===== src/hdl/pva_pkg.sv =====
// Shared constants, codes and types of the polyphonic voice allocator.
package pva_pkg;

    localparam int VOICES  = 8;
    localparam int NOTES   = 128;
    localparam int VOICE_W = $clog2(VOICES);
    localparam int NOTE_W  = $clog2(NOTES);
    localparam int VNOTE_W = NOTE_W + 1;
    localparam int VEL_W   = 7;
    localparam int DONE_W  = 3;
    localparam int REQ_W   = 2;
    localparam int ACT_W   = 2;

    localparam int IN_DATA_W  = 24;
    localparam int OUT_DATA_W = 8;

    // Stored voice note that no incoming note can ever equal.
    localparam logic [VNOTE_W-1:0] NO_NOTE = VNOTE_W'(NOTES);

    localparam logic [REQ_W-1:0] REQ_NOTE_ON    = 2'd0;
    localparam logic [REQ_W-1:0] REQ_NOTE_OFF   = 2'd1;
    localparam logic [REQ_W-1:0] REQ_VOICE_DONE = 2'd2;

    typedef enum logic [ACT_W-1:0] {
        ACT_START   = 2'd0,
        ACT_RELEASE = 2'd1,
        ACT_NOTHING = 2'd2,
        ACT_FREED   = 2'd3
    } t_action;

    typedef struct packed {
        logic               wr;
        logic [VOICE_W-1:0] idx;
        logic               set_note;
        logic [VNOTE_W-1:0] note;
        logic               active;
    } t_vt_wr;

    typedef struct packed {
        logic               match_found;
        logic [VOICE_W-1:0] match_idx;
        logic               free_found;
        logic [VOICE_W-1:0] free_idx;
        logic [VOICE_W-1:0] best_idx;
        logic [VOICE_W-1:0] sel;
    } t_scan_res;

endpackage


===== src/hdl/pva_ram.sv =====
// Generic simple dual-port RAM with registered read data.
module pva_ram #(
    parameter int WIDTH = 8,
    parameter int DEPTH = 16
) (
    input  logic                     i_clk,
    input  logic                     i_we,
    input  logic [$clog2(DEPTH)-1:0] i_waddr,
    input  logic [WIDTH-1:0]         i_wdata,
    input  logic [$clog2(DEPTH)-1:0] i_raddr,
    output logic [WIDTH-1:0]         o_rdata
);

    logic [WIDTH-1:0] r_mem [DEPTH];
    logic [WIDTH-1:0] r_rdata;

    always_ff @(posedge i_clk) begin
        if (i_we) begin
            r_mem[i_waddr] <= i_wdata;
        end
        r_rdata <= r_mem[i_raddr];
    end

    assign o_rdata = r_rdata;

endmodule


===== src/hdl/pva_voice_table.sv =====
// Per-voice state: active flag and last assigned note.
module pva_voice_table (
    input  logic                          i_clk,
    input  logic                          i_rst_n,
    input  logic [pva_pkg::VOICE_W-1:0]   i_rd_idx,
    output logic [pva_pkg::VNOTE_W-1:0]   o_rd_note,
    output logic                          o_rd_active,
    input  pva_pkg::t_vt_wr               i_wr
);

    logic [pva_pkg::VNOTE_W-1:0] r_note [pva_pkg::VOICES];
    logic [pva_pkg::VOICES-1:0]  r_active;

    always_ff @(posedge i_clk) begin
        if (!i_rst_n) begin
            r_active <= '0;
            for (int i = 0; i < pva_pkg::VOICES; i++) begin
                r_note[i] <= pva_pkg::NO_NOTE;
            end
        end else if (i_wr.wr) begin
            r_active[i_wr.idx] <= i_wr.active;
            if (i_wr.set_note) begin
                r_note[i_wr.idx] <= i_wr.note;
            end
        end
    end

    assign o_rd_note   = r_note[i_rd_idx];
    assign o_rd_active = r_active[i_rd_idx];

endmodule


===== src/hdl/pva_scan.sv =====
// Shared compare unit that visits one voice per cycle to pick a voice.
module pva_scan (
    input  logic                          i_clk,
    input  logic                          i_rst_n,
    input  logic                          i_clear,
    input  logic                          i_step,
    input  logic [pva_pkg::VOICE_W-1:0]   i_idx,
    input  logic [pva_pkg::VNOTE_W-1:0]   i_want,
    input  logic [pva_pkg::VNOTE_W-1:0]   i_note,
    input  logic                          i_active,
    output pva_pkg::t_scan_res            o_res
);

    logic                        r_match_found;
    logic [pva_pkg::VOICE_W-1:0] r_match_idx;
    logic                        r_free_found;
    logic [pva_pkg::VOICE_W-1:0] r_free_idx;
    logic [pva_pkg::VOICE_W-1:0] r_best_idx;
    logic [pva_pkg::VNOTE_W-1:0] r_best_note;

    always_ff @(posedge i_clk) begin
        if (!i_rst_n || i_clear) begin
            r_match_found <= 1'b0;
            r_free_found  <= 1'b0;
            r_match_idx   <= '0;
            r_free_idx    <= '0;
            r_best_idx    <= '0;
            r_best_note   <= '0;
        end else if (i_step) begin
            // Only the first hit counts for match and free; the highest note
            // keeps the lowest index because the compare is strict.
            if (!r_match_found && i_note == i_want) begin
                r_match_found <= 1'b1;
                r_match_idx   <= i_idx;
            end
            if (!r_free_found && !i_active) begin
                r_free_found <= 1'b1;
                r_free_idx   <= i_idx;
            end
            if (i_note > r_best_note) begin
                r_best_note <= i_note;
                r_best_idx  <= i_idx;
            end
        end
    end

    always_comb begin
        o_res.match_found = r_match_found;
        o_res.match_idx   = r_match_idx;
        o_res.free_found  = r_free_found;
        o_res.free_idx    = r_free_idx;
        o_res.best_idx    = r_best_idx;
        priority if (r_match_found) begin
            o_res.sel = r_match_idx;
        end else if (r_free_found) begin
            o_res.sel = r_free_idx;
        end else begin
            o_res.sel = r_best_idx;
        end
    end

endmodule


===== src/hdl/poly_voice_allocator.sv =====
// Top level of the polyphonic voice allocator with voice stealing.
// A note-on with nonzero velocity takes one scan step per voice through the shared compare unit,
// then a commit step and an output-load step.
// A release goes through a note map RAM read and a check step, a voice-finished or unused event a free step.
// One result per event; it sits in an output register while the next event is taken.
// Synchronous active-low reset clears all voices, their notes and the note map valid bits.
module poly_voice_allocator (
    input  logic                            i_clk,
    input  logic                            i_rst_n,
    input  logic                            s_axis_tvalid,
    output logic                            s_axis_tready,
    // note [6:0], velocity [13:7], done_voice [16:14], zero fill [23:17]
    input  logic [pva_pkg::IN_DATA_W-1:0]   s_axis_tdata,
    // req_type [1:0]
    input  logic [pva_pkg::REQ_W-1:0]       s_axis_tuser,
    output logic                            m_axis_tvalid,
    input  logic                            m_axis_tready,
    // voice [2:0], zero fill [7:3]
    output logic [pva_pkg::OUT_DATA_W-1:0]  m_axis_tdata,
    // action [1:0]
    output logic [pva_pkg::ACT_W-1:0]       m_axis_tuser
);

    typedef enum logic [2:0] {
        S_IDLE,
        S_SCAN,
        S_COMMIT,
        S_MAPRD,
        S_MAPCHK,
        S_FREE,
        S_OUT
    } t_state;

    t_state                       r_state;
    logic [pva_pkg::REQ_W-1:0]    r_req;
    logic [pva_pkg::NOTE_W-1:0]   r_note;
    logic [pva_pkg::DONE_W-1:0]   r_done;
    logic [pva_pkg::VOICE_W-1:0]  r_idx;
    logic                         r_map_hit;
    pva_pkg::t_action             r_act;
    logic [pva_pkg::VOICE_W-1:0]  r_voice;
    logic                         r_out_valid;
    pva_pkg::t_action             r_out_action;
    logic [pva_pkg::VOICE_W-1:0]  r_out_voice;
    logic [pva_pkg::NOTES-1:0]    r_map_vld;

    logic [pva_pkg::NOTE_W-1:0]   in_note;
    logic [pva_pkg::VEL_W-1:0]    in_vel;
    logic [pva_pkg::DONE_W-1:0]   in_done;
    logic                         accept;

    logic [pva_pkg::VOICE_W-1:0]  map_rdata;
    logic [pva_pkg::VOICE_W-1:0]  map_voice;
    logic                         map_we;
    logic [pva_pkg::VOICE_W-1:0]  vt_rd_idx;
    logic [pva_pkg::VNOTE_W-1:0]  vt_rd_note;
    logic                         vt_rd_active;
    pva_pkg::t_vt_wr              vt_wr;
    pva_pkg::t_scan_res           scan_res;

    assign in_note = s_axis_tdata[pva_pkg::NOTE_W-1:0];
    assign in_vel  = s_axis_tdata[pva_pkg::NOTE_W +: pva_pkg::VEL_W];
    assign in_done = s_axis_tdata[pva_pkg::NOTE_W + pva_pkg::VEL_W +: pva_pkg::DONE_W];

    assign s_axis_tready = (r_state == S_IDLE);
    assign accept        = s_axis_tvalid && s_axis_tready;

    // A note never written since reset maps to voice zero.
    assign map_voice = r_map_hit ? map_rdata : '0;
    assign map_we    = (r_state == S_COMMIT);

    always_comb begin
        vt_rd_idx = (r_state == S_MAPCHK) ? map_voice : r_idx;

        vt_wr          = '0;
        vt_wr.idx      = scan_res.sel;
        vt_wr.note     = {1'b0, r_note};
        if (r_state == S_COMMIT) begin
            vt_wr.wr       = 1'b1;
            vt_wr.set_note = 1'b1;
            vt_wr.active   = 1'b1;
        end else if (r_state == S_FREE && r_req == pva_pkg::REQ_VOICE_DONE
                     && int'(r_done) < pva_pkg::VOICES) begin
            vt_wr.wr     = 1'b1;
            vt_wr.idx    = pva_pkg::VOICE_W'(r_done);
            vt_wr.active = 1'b0;
        end
    end

    pva_ram #(
        .WIDTH (pva_pkg::VOICE_W),
        .DEPTH (pva_pkg::NOTES)
    ) u_map_ram (
        .i_clk   (i_clk),
        .i_we    (map_we),
        .i_waddr (r_note),
        .i_wdata (scan_res.sel),
        .i_raddr (r_note),
        .o_rdata (map_rdata)
    );

    pva_voice_table u_voice_table (
        .i_clk       (i_clk),
        .i_rst_n     (i_rst_n),
        .i_rd_idx    (vt_rd_idx),
        .o_rd_note   (vt_rd_note),
        .o_rd_active (vt_rd_active),
        .i_wr        (vt_wr)
    );

    pva_scan u_scan (
        .i_clk    (i_clk),
        .i_rst_n  (i_rst_n),
        .i_clear  (accept),
        .i_step   (r_state == S_SCAN),
        .i_idx    (r_idx),
        .i_want   ({1'b0, r_note}),
        .i_note   (vt_rd_note),
        .i_active (vt_rd_active),
        .o_res    (scan_res)
    );

    always_ff @(posedge i_clk) begin
        if (!i_rst_n) begin
            r_state     <= S_IDLE;
            r_out_valid <= 1'b0;
            r_map_vld   <= '0;
            r_idx       <= '0;
            r_map_hit   <= 1'b0;
        end else begin
            // In S_OUT the output load below decides the valid bit.
            if (m_axis_tready && r_state != S_OUT) begin
                r_out_valid <= 1'b0;
            end
            unique case (r_state)
                S_IDLE: begin
                    if (s_axis_tvalid) begin
                        r_req  <= s_axis_tuser;
                        r_note <= in_note;
                        r_done <= in_done;
                        r_idx  <= '0;
                        if (s_axis_tuser == pva_pkg::REQ_NOTE_ON && in_vel != '0) begin
                            r_state <= S_SCAN;
                        end else if (s_axis_tuser == pva_pkg::REQ_NOTE_ON
                                     || s_axis_tuser == pva_pkg::REQ_NOTE_OFF) begin
                            r_state <= S_MAPRD;
                        end else begin
                            r_state <= S_FREE;
                        end
                    end
                end
                S_SCAN: begin
                    r_idx <= r_idx + 1'b1;
                    if (r_idx == pva_pkg::VOICE_W'(pva_pkg::VOICES - 1)) begin
                        r_state <= S_COMMIT;
                    end
                end
                S_COMMIT: begin
                    r_map_vld[r_note] <= 1'b1;
                    r_act             <= pva_pkg::ACT_START;
                    r_voice           <= scan_res.sel;
                    r_state           <= S_OUT;
                end
                S_MAPRD: begin
                    r_map_hit <= r_map_vld[r_note];
                    r_state   <= S_MAPCHK;
                end
                S_MAPCHK: begin
                    // Velocity-zero note-on releases unconditionally.
                    if (r_req == pva_pkg::REQ_NOTE_ON
                        || (vt_rd_active && int'(map_voice) < pva_pkg::VOICES)) begin
                        r_act   <= pva_pkg::ACT_RELEASE;
                        r_voice <= map_voice;
                    end else begin
                        r_act   <= pva_pkg::ACT_NOTHING;
                        r_voice <= '0;
                    end
                    r_state <= S_OUT;
                end
                S_FREE: begin
                    if (r_req == pva_pkg::REQ_VOICE_DONE && int'(r_done) < pva_pkg::VOICES) begin
                        r_act   <= pva_pkg::ACT_FREED;
                        r_voice <= pva_pkg::VOICE_W'(r_done);
                    end else begin
                        r_act   <= pva_pkg::ACT_NOTHING;
                        r_voice <= '0;
                    end
                    r_state <= S_OUT;
                end
                S_OUT: begin
                    if (!r_out_valid || m_axis_tready) begin
                        r_out_valid  <= 1'b1;
                        r_out_action <= r_act;
                        r_out_voice  <= r_voice;
                        r_state      <= S_IDLE;
                    end
                end
                default: begin
                    r_state <= S_IDLE;
                end
            endcase
        end
    end

    assign m_axis_tvalid = r_out_valid;
    assign m_axis_tdata  = pva_pkg::OUT_DATA_W'(r_out_voice);
    assign m_axis_tuser  = r_out_action;

endmodule


===== config.mk =====
export PLATFORM = sky130hd
export DESIGN_NAME = poly_voice_allocator
export DESIGN_NICKNAME = d
export VERILOG_FILES = /design/src/hdl/pva_pkg.sv /design/src/hdl/pva_ram.sv /design/src/hdl/pva_voice_table.sv /design/src/hdl/pva_scan.sv /design/src/hdl/poly_voice_allocator.sv
export SDC_FILE = /design/constraint.sdc
export NUM_CORES = 1
export LEC_CHECK = 0
export BUFFER_PORTS_ARGS = -buffer_cell sky130_fd_sc_hd__buf_2
export CAP_MARGIN = 25
export CORE_MARGIN = 2
export CORE_UTILIZATION = 65
export CTS_BUF_LIST = sky130_fd_sc_hd__clkbuf_4 sky130_fd_sc_hd__clkbuf_8
export DETAILED_ROUTE_END_ITERATION = 10
export PLACE_DENSITY = 0.82
export SLEW_MARGIN = 5
export SYNTH_ARGS = -nofsm -noshare
export SYNTH_HDL_FRONTEND = slang
export SYNTH_SLANG_ARGS = --single-unit

===== constraint.sdc =====
create_clock -name i_clk -period 9.2 [get_ports i_clk]
set_clock_uncertainty 0.15 [all_clocks]
set_input_delay 0.92 -clock i_clk [delete_from_list [all_inputs] [get_ports i_clk]]
set_output_delay 0.92 -clock i_clk [all_outputs]
set_load 0.005 [all_outputs]

==> impl_results.md, run 1 <==
* Status: finished clean
* Post-DP HPWL at 38.2 mm
* IR drop worst, VDD at 131 uV
* WP data arrival at 4.84 ns
* GRT Util Overall at 32.6%
* CTS Buffer Depth at 3
* CP max FO at 28
* WL final at 66.1 mm
* Final slew viol count at 0
* Synthesized flop and latch total at 636
* Worst Setup End Kind: register
* Static Leak at 9.47 nW
* Worst endpoint required time at 9.34 ns
* Top-count cell post-synth: edfxtp_1
* Pre-CTS setup slack at 4.52 ns
* Sequential power share at 53.0%
* Sequential area share after synthesis at 68.7%
* DRC at 0
* Post-Syn Area at 0.0253 sq mm
* Crit path cell chain: nor2b_1, nand3_1, nor2_1, mux2i_1, nand3_1, o21ai_0
* Later-pin clock latency in the skew report at 0.70 ns
* F_max at 0.213 GHz
* Sinks on Clock Net at 636
* WS Path Type: register to register
* Starting density of the core at 65.7%
* Worst Setup Slack, final at 4.51 ns
* Top cells by count, synth: edfxtp_1, nor2_1, dfxtp_1
* RSZ-0062 raised after global routing: false
* Synthesis-to-finish area growth at 10.5%
* Post-synth top flop: edfxtp_1
* Vias/cell at 6.73
* Setup Fix Bufs, Post-CTS at 0
* Setup TNS Final at 0 ns
* Placer Congestion at 0.866
* Final cycle utilization of the critical path at 51.0%
* Synth top area cells: edfxtp_1, dfxtp_1, nor2_1
* Final setup vio count at 0
* Die width at 201 um
* Vias in the first global route at 17800
* Initial antenna violation count at 1
* Slew HR at 23.9%
* Htree depth at 3
* DRT Pass-1 Iters at 6
* Port Buf Inserts at 29
* Setup crit start kind: register
* DP Area at 0.0259 sq mm
* Die Span Y at 201 um
* Cell taking the most area after synthesis: edfxtp_1
* CTS clk-pin slew, worst paths at 0.06 ns
* Ant. Diodes at 0
* Proportion of layout cells with a drive suffix above 1 at 13.8%
* Worst Hold Class: primary input to register
* Root buffer cell: clkbuf_8
* Total Power at 0.00585 W
* Ys async rst share at 0%
* Sw Pwr at 0.00138 W
* Final ANT Viol Nets at 0
* CTS Buf Count at 98
* P per Cell Area at 210 mW/mm^2
* Number of synthesized flops with an enable pin at 462
* Synth Area per Inst at 12.4 sq um
* CP max-delay cell: o21ai_0
* Crit path largest cell delay at 1.11 ns
* CP most frequent cell: nand3_1
* CTS tree: yes
* Grt total ovfl at 0
* Row count at 72
* Final Core Density at 72.6%
* Nets@finish at 2112
* Synth warn at 0
* Clk pwr share at 40.6%
* Unique masters post-synth at 64
* Io pins at 42
* Core ar. at 0.0385 sq mm
* Cell area after layout at 0.0279 sq mm
* Int Power at 0.00447 W
* Largest net degree at the start of global routing at 96
* PostCTS Resize Cnt at 0
* DIE AREA at 0.0405 sq mm
* Final worst path period need at 4.69 ns
* Top cell type's share of synthesized area at 54.9%
* Switching Share at 23.6%
* First-pass GRT wire length at 101 mm
* Hold_buf cts at 0
* 1st-iter DRT viols at 2468
* Comb pwr share at 6.4%
* Final Hold Viols at 0
* R2R setup slack at 4.51 ns
* Vias at 18000
* Max Cap Violations at 0
* Gate Count Post-Synth at 2034
* Worst Tran Pin Value at 1.14 ns
* Routed length per instance at 24.7 um
==> critical path, delay by kind of cell (launching register included) <==
family	cells	cell delay, ns
AND/OR/NAND/NOR	4	2.09
AO/OA/AOI/OAI	1	1.11
flip-flops	1	0.58
multiplexers	1	0.38
==> flip-flops by register name, summed over array words and instances (netlist names), 2 cells and up <==
signal and flops:
u_scan.r_free_idx 3, r_idx 3, u_scan.r_best_note 8, u_map_ram.r_mem 384
u_voice_table.r_active 8, u_scan.r_best_idx 3, u_voice_table.r_note 64, u_scan.r_match_idx 3
m_axis_tuser 2, r_state 3, r_out_voice 3, r_req 2
r_map_vld 128, r_voice 3, r_done 3, r_act 2
u_map_ram.o_rdata 3, r_note 7
==> worst paths after layout <==
check,start,end,cells past startpoint
worst max-delay path,r_state[2],u_voice_table.r_note[3][5],6
worst min-delay path,s_axis_tdata[6],r_note[6],1
worst max register to register,r_state[2],u_voice_table.r_note[3][5],6
worst min register to register,r_voice[2],r_out_voice[2],0
==> per-stage QoR <==
| stage | hold slack [ns] | cells |
|---|---|---|
| after floorplan | 0.250 | 2038 |
| after global placement | 0.256 | 2480 |
| after detailed placement | 0.269 | 2482 |
| after CTS | 0.246 | 2666 |
| after global routing | 0.244 | 2674 |
| final | 0.261 | 2674 |
==> final cells by class <==
type,instances,area (sq um)
tap,518,648
timing repair buffer,73,475
clock buffer,147,1800
clock inverter,37,216
sequential,636,17400
fill,2419,10500
inverter,21,81.3
multi-input combinational,1242,7350
==> kinds of logic after synthesis <==
| family | count (synthesis) | share of synthesized area, % |
|---|---|---|
| AO/OA/AOI/OAI | 406 | 11.6 |
| adder cells (fa/ha/maj) | 10 | 0.495 |
| buffers and inverters | 160 | 2.51 |
| flip-flops | 636 | 68.7 |
| multiplexers | 83 | 3.90 |
| other | 1 | 0.0148 |
| AND/OR/NAND/NOR | 738 | 12.8 |
==> layout by cell type, fill, tap and decap left out, types with 5 or more instances in the layout <==
cell type and instances:
ha_1 10, buf_2 31, nand3b_1 6, clkinv_2 16, inv_1 18, clkinv_1 17
a22o_1 30, a221oi_1 45, edfxtp_1 462, clkbuf_8 111, mux4_2 10, nand4_1 51
a21o_1 7, mux2i_1 51, a22oi_1 145, and2_1 31, mux2_2 21, conb_1 5
nand2b_1 6, a31oi_1 6, a32oi_1 7, nor2b_1 14, buf_4 35, nand2_1 86
o211ai_1 19, o21ai_0 58, nand3_1 24, dfxtp_1 174, clkbuf_4 36, nor2_1 454
nor3_1 39, a21oi_1 46
==> layer usage <==
metal  part of all wire [%]  vias to the layer above  routed length, um  global-route usage, %
li1                       -                     7684                  -                      -
met1                     37                     8693              24100                   43.1
met2                     46                     1379              30400                   50.8
met3                     13                      245               8700                   8.57
met4                    4.3                        2               2860                   16.0
met5                  0.020                        -                 13                      0
==> power by group through the flow <==
stage	registers (W)	clock network, W	logic [W]
after floorplan	0.00315	0	0.000243
after global placement	0.00316	0	0.000343
after detailed placement	0.00316	0	0.000355
after CTS	0.00310	0.00238	0.000357
after global routing	0.00310	0.00251	0.000396
final	0.00310	0.00238	0.000374
Power figures use the tool's default switching activity.
==> run 2: changes to the inputs <==
Settings changed: ABC_AREA set to 1, CORE_UTILIZATION 65 to 59, PLACE_DENSITY 0.82 to 0.78.
Clock period 9.2 ns to 4.1 ns, I/O delays scaled along.
==> run 2 against run 1 <==
  * Synthesized cell count grew 18%
  * Power grew to 3.0 times the previous value
  * First-iteration DRC count down 12%
  * Core utilization is 6.2 points lower
  * Setup slack lost 4.1 ns
  * Hold slack lost 0.13 ns
  * Routed wire length fell by 3.5%
  * Flip-flop and latch count unchanged
  * Sequential share of layout area is 1.0 points lower
  * Sequential power increased to 2.5 times the previous value
  * Highest routed layer is now met4
==> impl_results.md, run 2 <==
* Ys async rst share at 0% (unchanged)
* Commonest non-fill, non-tap cell in the layout: nor2_1
* DRC at 0 (unchanged)
* Post-Synth XOR/XNOR Area at 0% (unchanged)
* Top cell type's share of synthesized area at 54.6% (-0.33 points)
* DRT Pass-1 Iters at 6 (unchanged)
* Routed length per instance at 20.4 um (-17%)
* Later-pin clock latency in the skew report at 0.70 ns (about the same)
* Placer Congestion at 0.910 (+5.0%)
* Unique masters post-synth at 45 (-30%)
* Final Hold Viols at 0 (unchanged)
* FF-to-FF End: u_scan.r_best_idx[1]
* Hold_buf cts at 14 (+14)
* Htree depth at 3 (unchanged)
* Final Core Density at 66.4% (-6.2 points)
* WL final at 63.7 mm (-3.5%)
* Hold path start: s_axis_tvalid
* DIE AREA at 0.0448 sq mm (+11%)
* First-pass GRT wire length at 97.9 mm (-2.7%)
* Grt total ovfl at 0 (unchanged)
* F_max at 0.270 GHz (+27%)
* Root buffer cell: clkbuf_8
* Post-synth top flop: edfxtp_1
* R2R setup slack at 0.40 ns (-4.11 ns)
* Setup crit start kind: register
* Row count at 76 (+5.6%)
* Top Registers: u_map_ram.r_mem x384, r_map_vld x128, u_voice_table.r_note x64
* Final setup vio count at 0 (unchanged)
* RSZ-0062 raised after global routing: false
* Compound-Gate Fraction of Synth Area at 6.93% (-4.7 points)
* PostCTS Resize Cnt at 0 (unchanged)
* Largest Register: u_map_ram.r_mem
* Worst Tran Pin Value at 1.07 ns (-0.0652 ns)
* WP data arrival at 4.12 ns (-0.72 ns)
* Final slew viol count at 0 (unchanged)
* Vias at 18400 (+2.2%)
* Sinks on Clock Net at 636 (unchanged)
* Largest net degree at the start of global routing at 106 (+10%)
* P per Cell Area at 609 mW/mm^2 (+190%)
* Most frequent cells in the layout: nor2_1, nand2_1, edfxtp_1
* Setup TNS Final at 0 ns (unchanged)
* Final worst path period need at 3.70 ns (-0.993 ns)
* Proportion of layout cells with a drive suffix above 1 at 11.7% (-2.0 points)
* CP max FO at 23 (-18%)
* Ant. Diodes at 0 (unchanged)
* WS Path Type: register to register
* GRT Util Overall at 28.8% (-3.8 points)
* CTS Buffer Depth at 3 (unchanged)
* Slew HR at 28.3% (+4.4 points)
* RR Startpoint: r_state[2]
* Synth warn at 0 (unchanged)
* Starting density of the core at 59.4% (-6.3 points)
* Top-count cell post-synth: nor2_1
* Status: finished clean
* Max Cap Violations at 0 (unchanged)
* Synth Area in Simple Gates at 20.2% (+7.4 points)
* Number of synthesized flops with an enable pin at 462 (unchanged)
* Worst Hold Class: primary input to register
* Worst endpoint required time at 4.52 ns (-4.82 ns)
* Worst Setup End Kind: register
* 1st-iter DRT viols at 2170 (-12%)
* Switching Share at 32.2% (+8.6 points)
* Synthesis-to-finish area growth at 11.7%
* Sw Pwr at 0.00557 W (+300%)
* Largest family of logic cells by synthesized area: simple AND/OR/NAND/NOR gates
* Top cells by count, synth: nor2_1, nand2_1, edfxtp_1
* Synthesized flop and latch total at 636 (unchanged)
* Final cycle utilization of the critical path at 90.2% (+39 points)
* Cell taking the most area after synthesis: edfxtp_1
* Int Power at 0.0117 W (+160%)
* Sequential area share after synthesis at 68.3% (-0.41 points)
* CTS tree: yes
* Setup Fix Bufs, Post-CTS at 0 (unchanged)
* Final ANT Viol Nets at 0 (unchanged)
* Post-Synth Adder-Cell Area at 0.492% (-0.0029 points)
* Vias in the first global route at 18100 (+1.2%)
* Static Leak at 10.5 nW (+11%)
* Multiplexer share of the synthesized area at 0% (-3.9 points)
* WHS Endpoint: r_state[2]
* CTS clk-pin slew, worst paths at 0.06 ns (about the same)
* Port Buf Inserts at 29 (unchanged)
* Synth top area cells: edfxtp_1, dfxtp_1, nor2_1
* Die width at 212 um (+5.2%)
* Gate Count Post-Synth at 2408 (+18%)
* Sequential power share at 44.8% (-8.2 points)
* Comb pwr share at 22.9% (+16 points)
* Io pins at 42 (unchanged)
* Post-Syn Area at 0.0254 sq mm (+0.60%)
* CTS Buf Count at 99 (+1.0%)
* IR drop worst, VDD at 410 uV (+210%)
* Die Span Y at 212 um (+5.2%)
* Nets@finish at 2526 (+20%)
* Largest register FFs at 384 (unchanged)
* Core ar. at 0.0428 sq mm (+11%)
* Hold path depth at 5 (+4)
* Post-DP HPWL at 38.6 mm (+1.3%)
* Clk pwr share at 32.2% (-8.4 points)
* Vias/cell at 5.90 (-12%)
* Worst reg2reg path depth at 15 (+9)
* Synth Area per Inst at 10.6 sq um (-15%)
* Initial antenna violation count at 0 (-1)
-- run 2: cell type report --
| class | count | area [sq um] |
|---|---|---|
| Sequential cell | 636 | 17400 |
| Fill cell | 3148 | 14400 |
| Multi-Input combinational cell | 1530 | 7050 |
| Clock buffer | 164 | 1940 |
| Tap cell | 546 | 683 |
| Timing Repair Buffer | 75 | 633 |
| Inverter | 144 | 549 |
| Clock inverter | 24 | 194 |
-- run 2: worst max-delay path, cell delays in order, from the launching register on --
cell and delay (ns):
dfxtp_1 0.61, nand3_1 0.26, nand2_2 0.44, nand2_1 0.10, nand3_1 0.11, nand3_2 0.10
nand2_2 0.10, ha_1 0.25, a21oi_1 0.15, nor2_1 0.05, a211oi_1 0.18, o221ai_1 0.15
nand2_1 0.38, inv_1 0.23, o21ai_0 0.25, a21oi_1 0.06
-- run 2: how the worst max path moves through the flow --
| stage | slack, ns | from | depth (start not counted) | to |
|---|---|---|---|---|
| 3_3_place_gp | 0.63 | r_state[2] | 15 | u_scan.r_best_note[0] |
| 3_5_place_dp | 0.51 | r_state[2] | 15 | u_scan.r_best_idx[2] |
| 6_report | 0.40 | r_state[2] | 15 | u_scan.r_best_idx[1] |
| 5_1_grt | 0.14 | r_state[2] | 15 | u_scan.r_best_idx[1] |
| 4_1_cts | 0.45 | r_state[2] | 15 | u_scan.r_best_idx[1] |
| 2_1_floorplan | 1.27 | r_state[0] | 17 | u_scan.r_best_note[5] |
-- run 2: metal layers --
| metal | vias up | track usage, % | wire length, um |
|---|---|---|---|
| met1 | 8737 | 37.2 | 24600 |
| met3 | 208 | 6.05 | 6280 |
| met2 | 1066 | 46.8 | 30100 |
| met5 | - | 0 | 0 |
| met4 | 0 | 13.6 | 2790 |
| li1 | 8393 | - | - |
-- run 2: kinds of logic (layout without fill, tap and decap cells) --
logic type / Yosys count / after routing
other: 1 / 5
flip-flops: 636 / 636
buffers and inverters: 246 / 407
adder cells (fa/ha/maj): 10 / 10
AO/OA/AOI/OAI: 256 / 256
AND/OR/NAND/NOR: 1259 / 1259
-- run 2: through the flow --
step	setup WS [ns]	std cells	total power (W)	hold WS (ns)	area, sq um
2_1_floorplan	1.27	2412	0.0105	0.250	25400
3_3_place_gp	0.626	2916	0.0117	0.255	26100
3_5_place_dp	0.511	2916	0.0117	0.259	26100
4_1_cts	0.449	3118	0.0173	0.0804	28400
5_1_grt	0.143	3119	0.0180	0.165	28400
6_report	0.401	3119	0.0173	0.131	28400
-- run 2: power by group through the flow --
stage	registers (W)	logic [W]	clock network, W
CTS	0.00776	0.00389	0.00561
detailed placement	0.00788	0.00386	0
finish	0.00776	0.00397	0.00557
floorplan	0.00785	0.00264	0
global route	0.00778	0.00432	0.00588
global placement	0.00788	0.00378	0
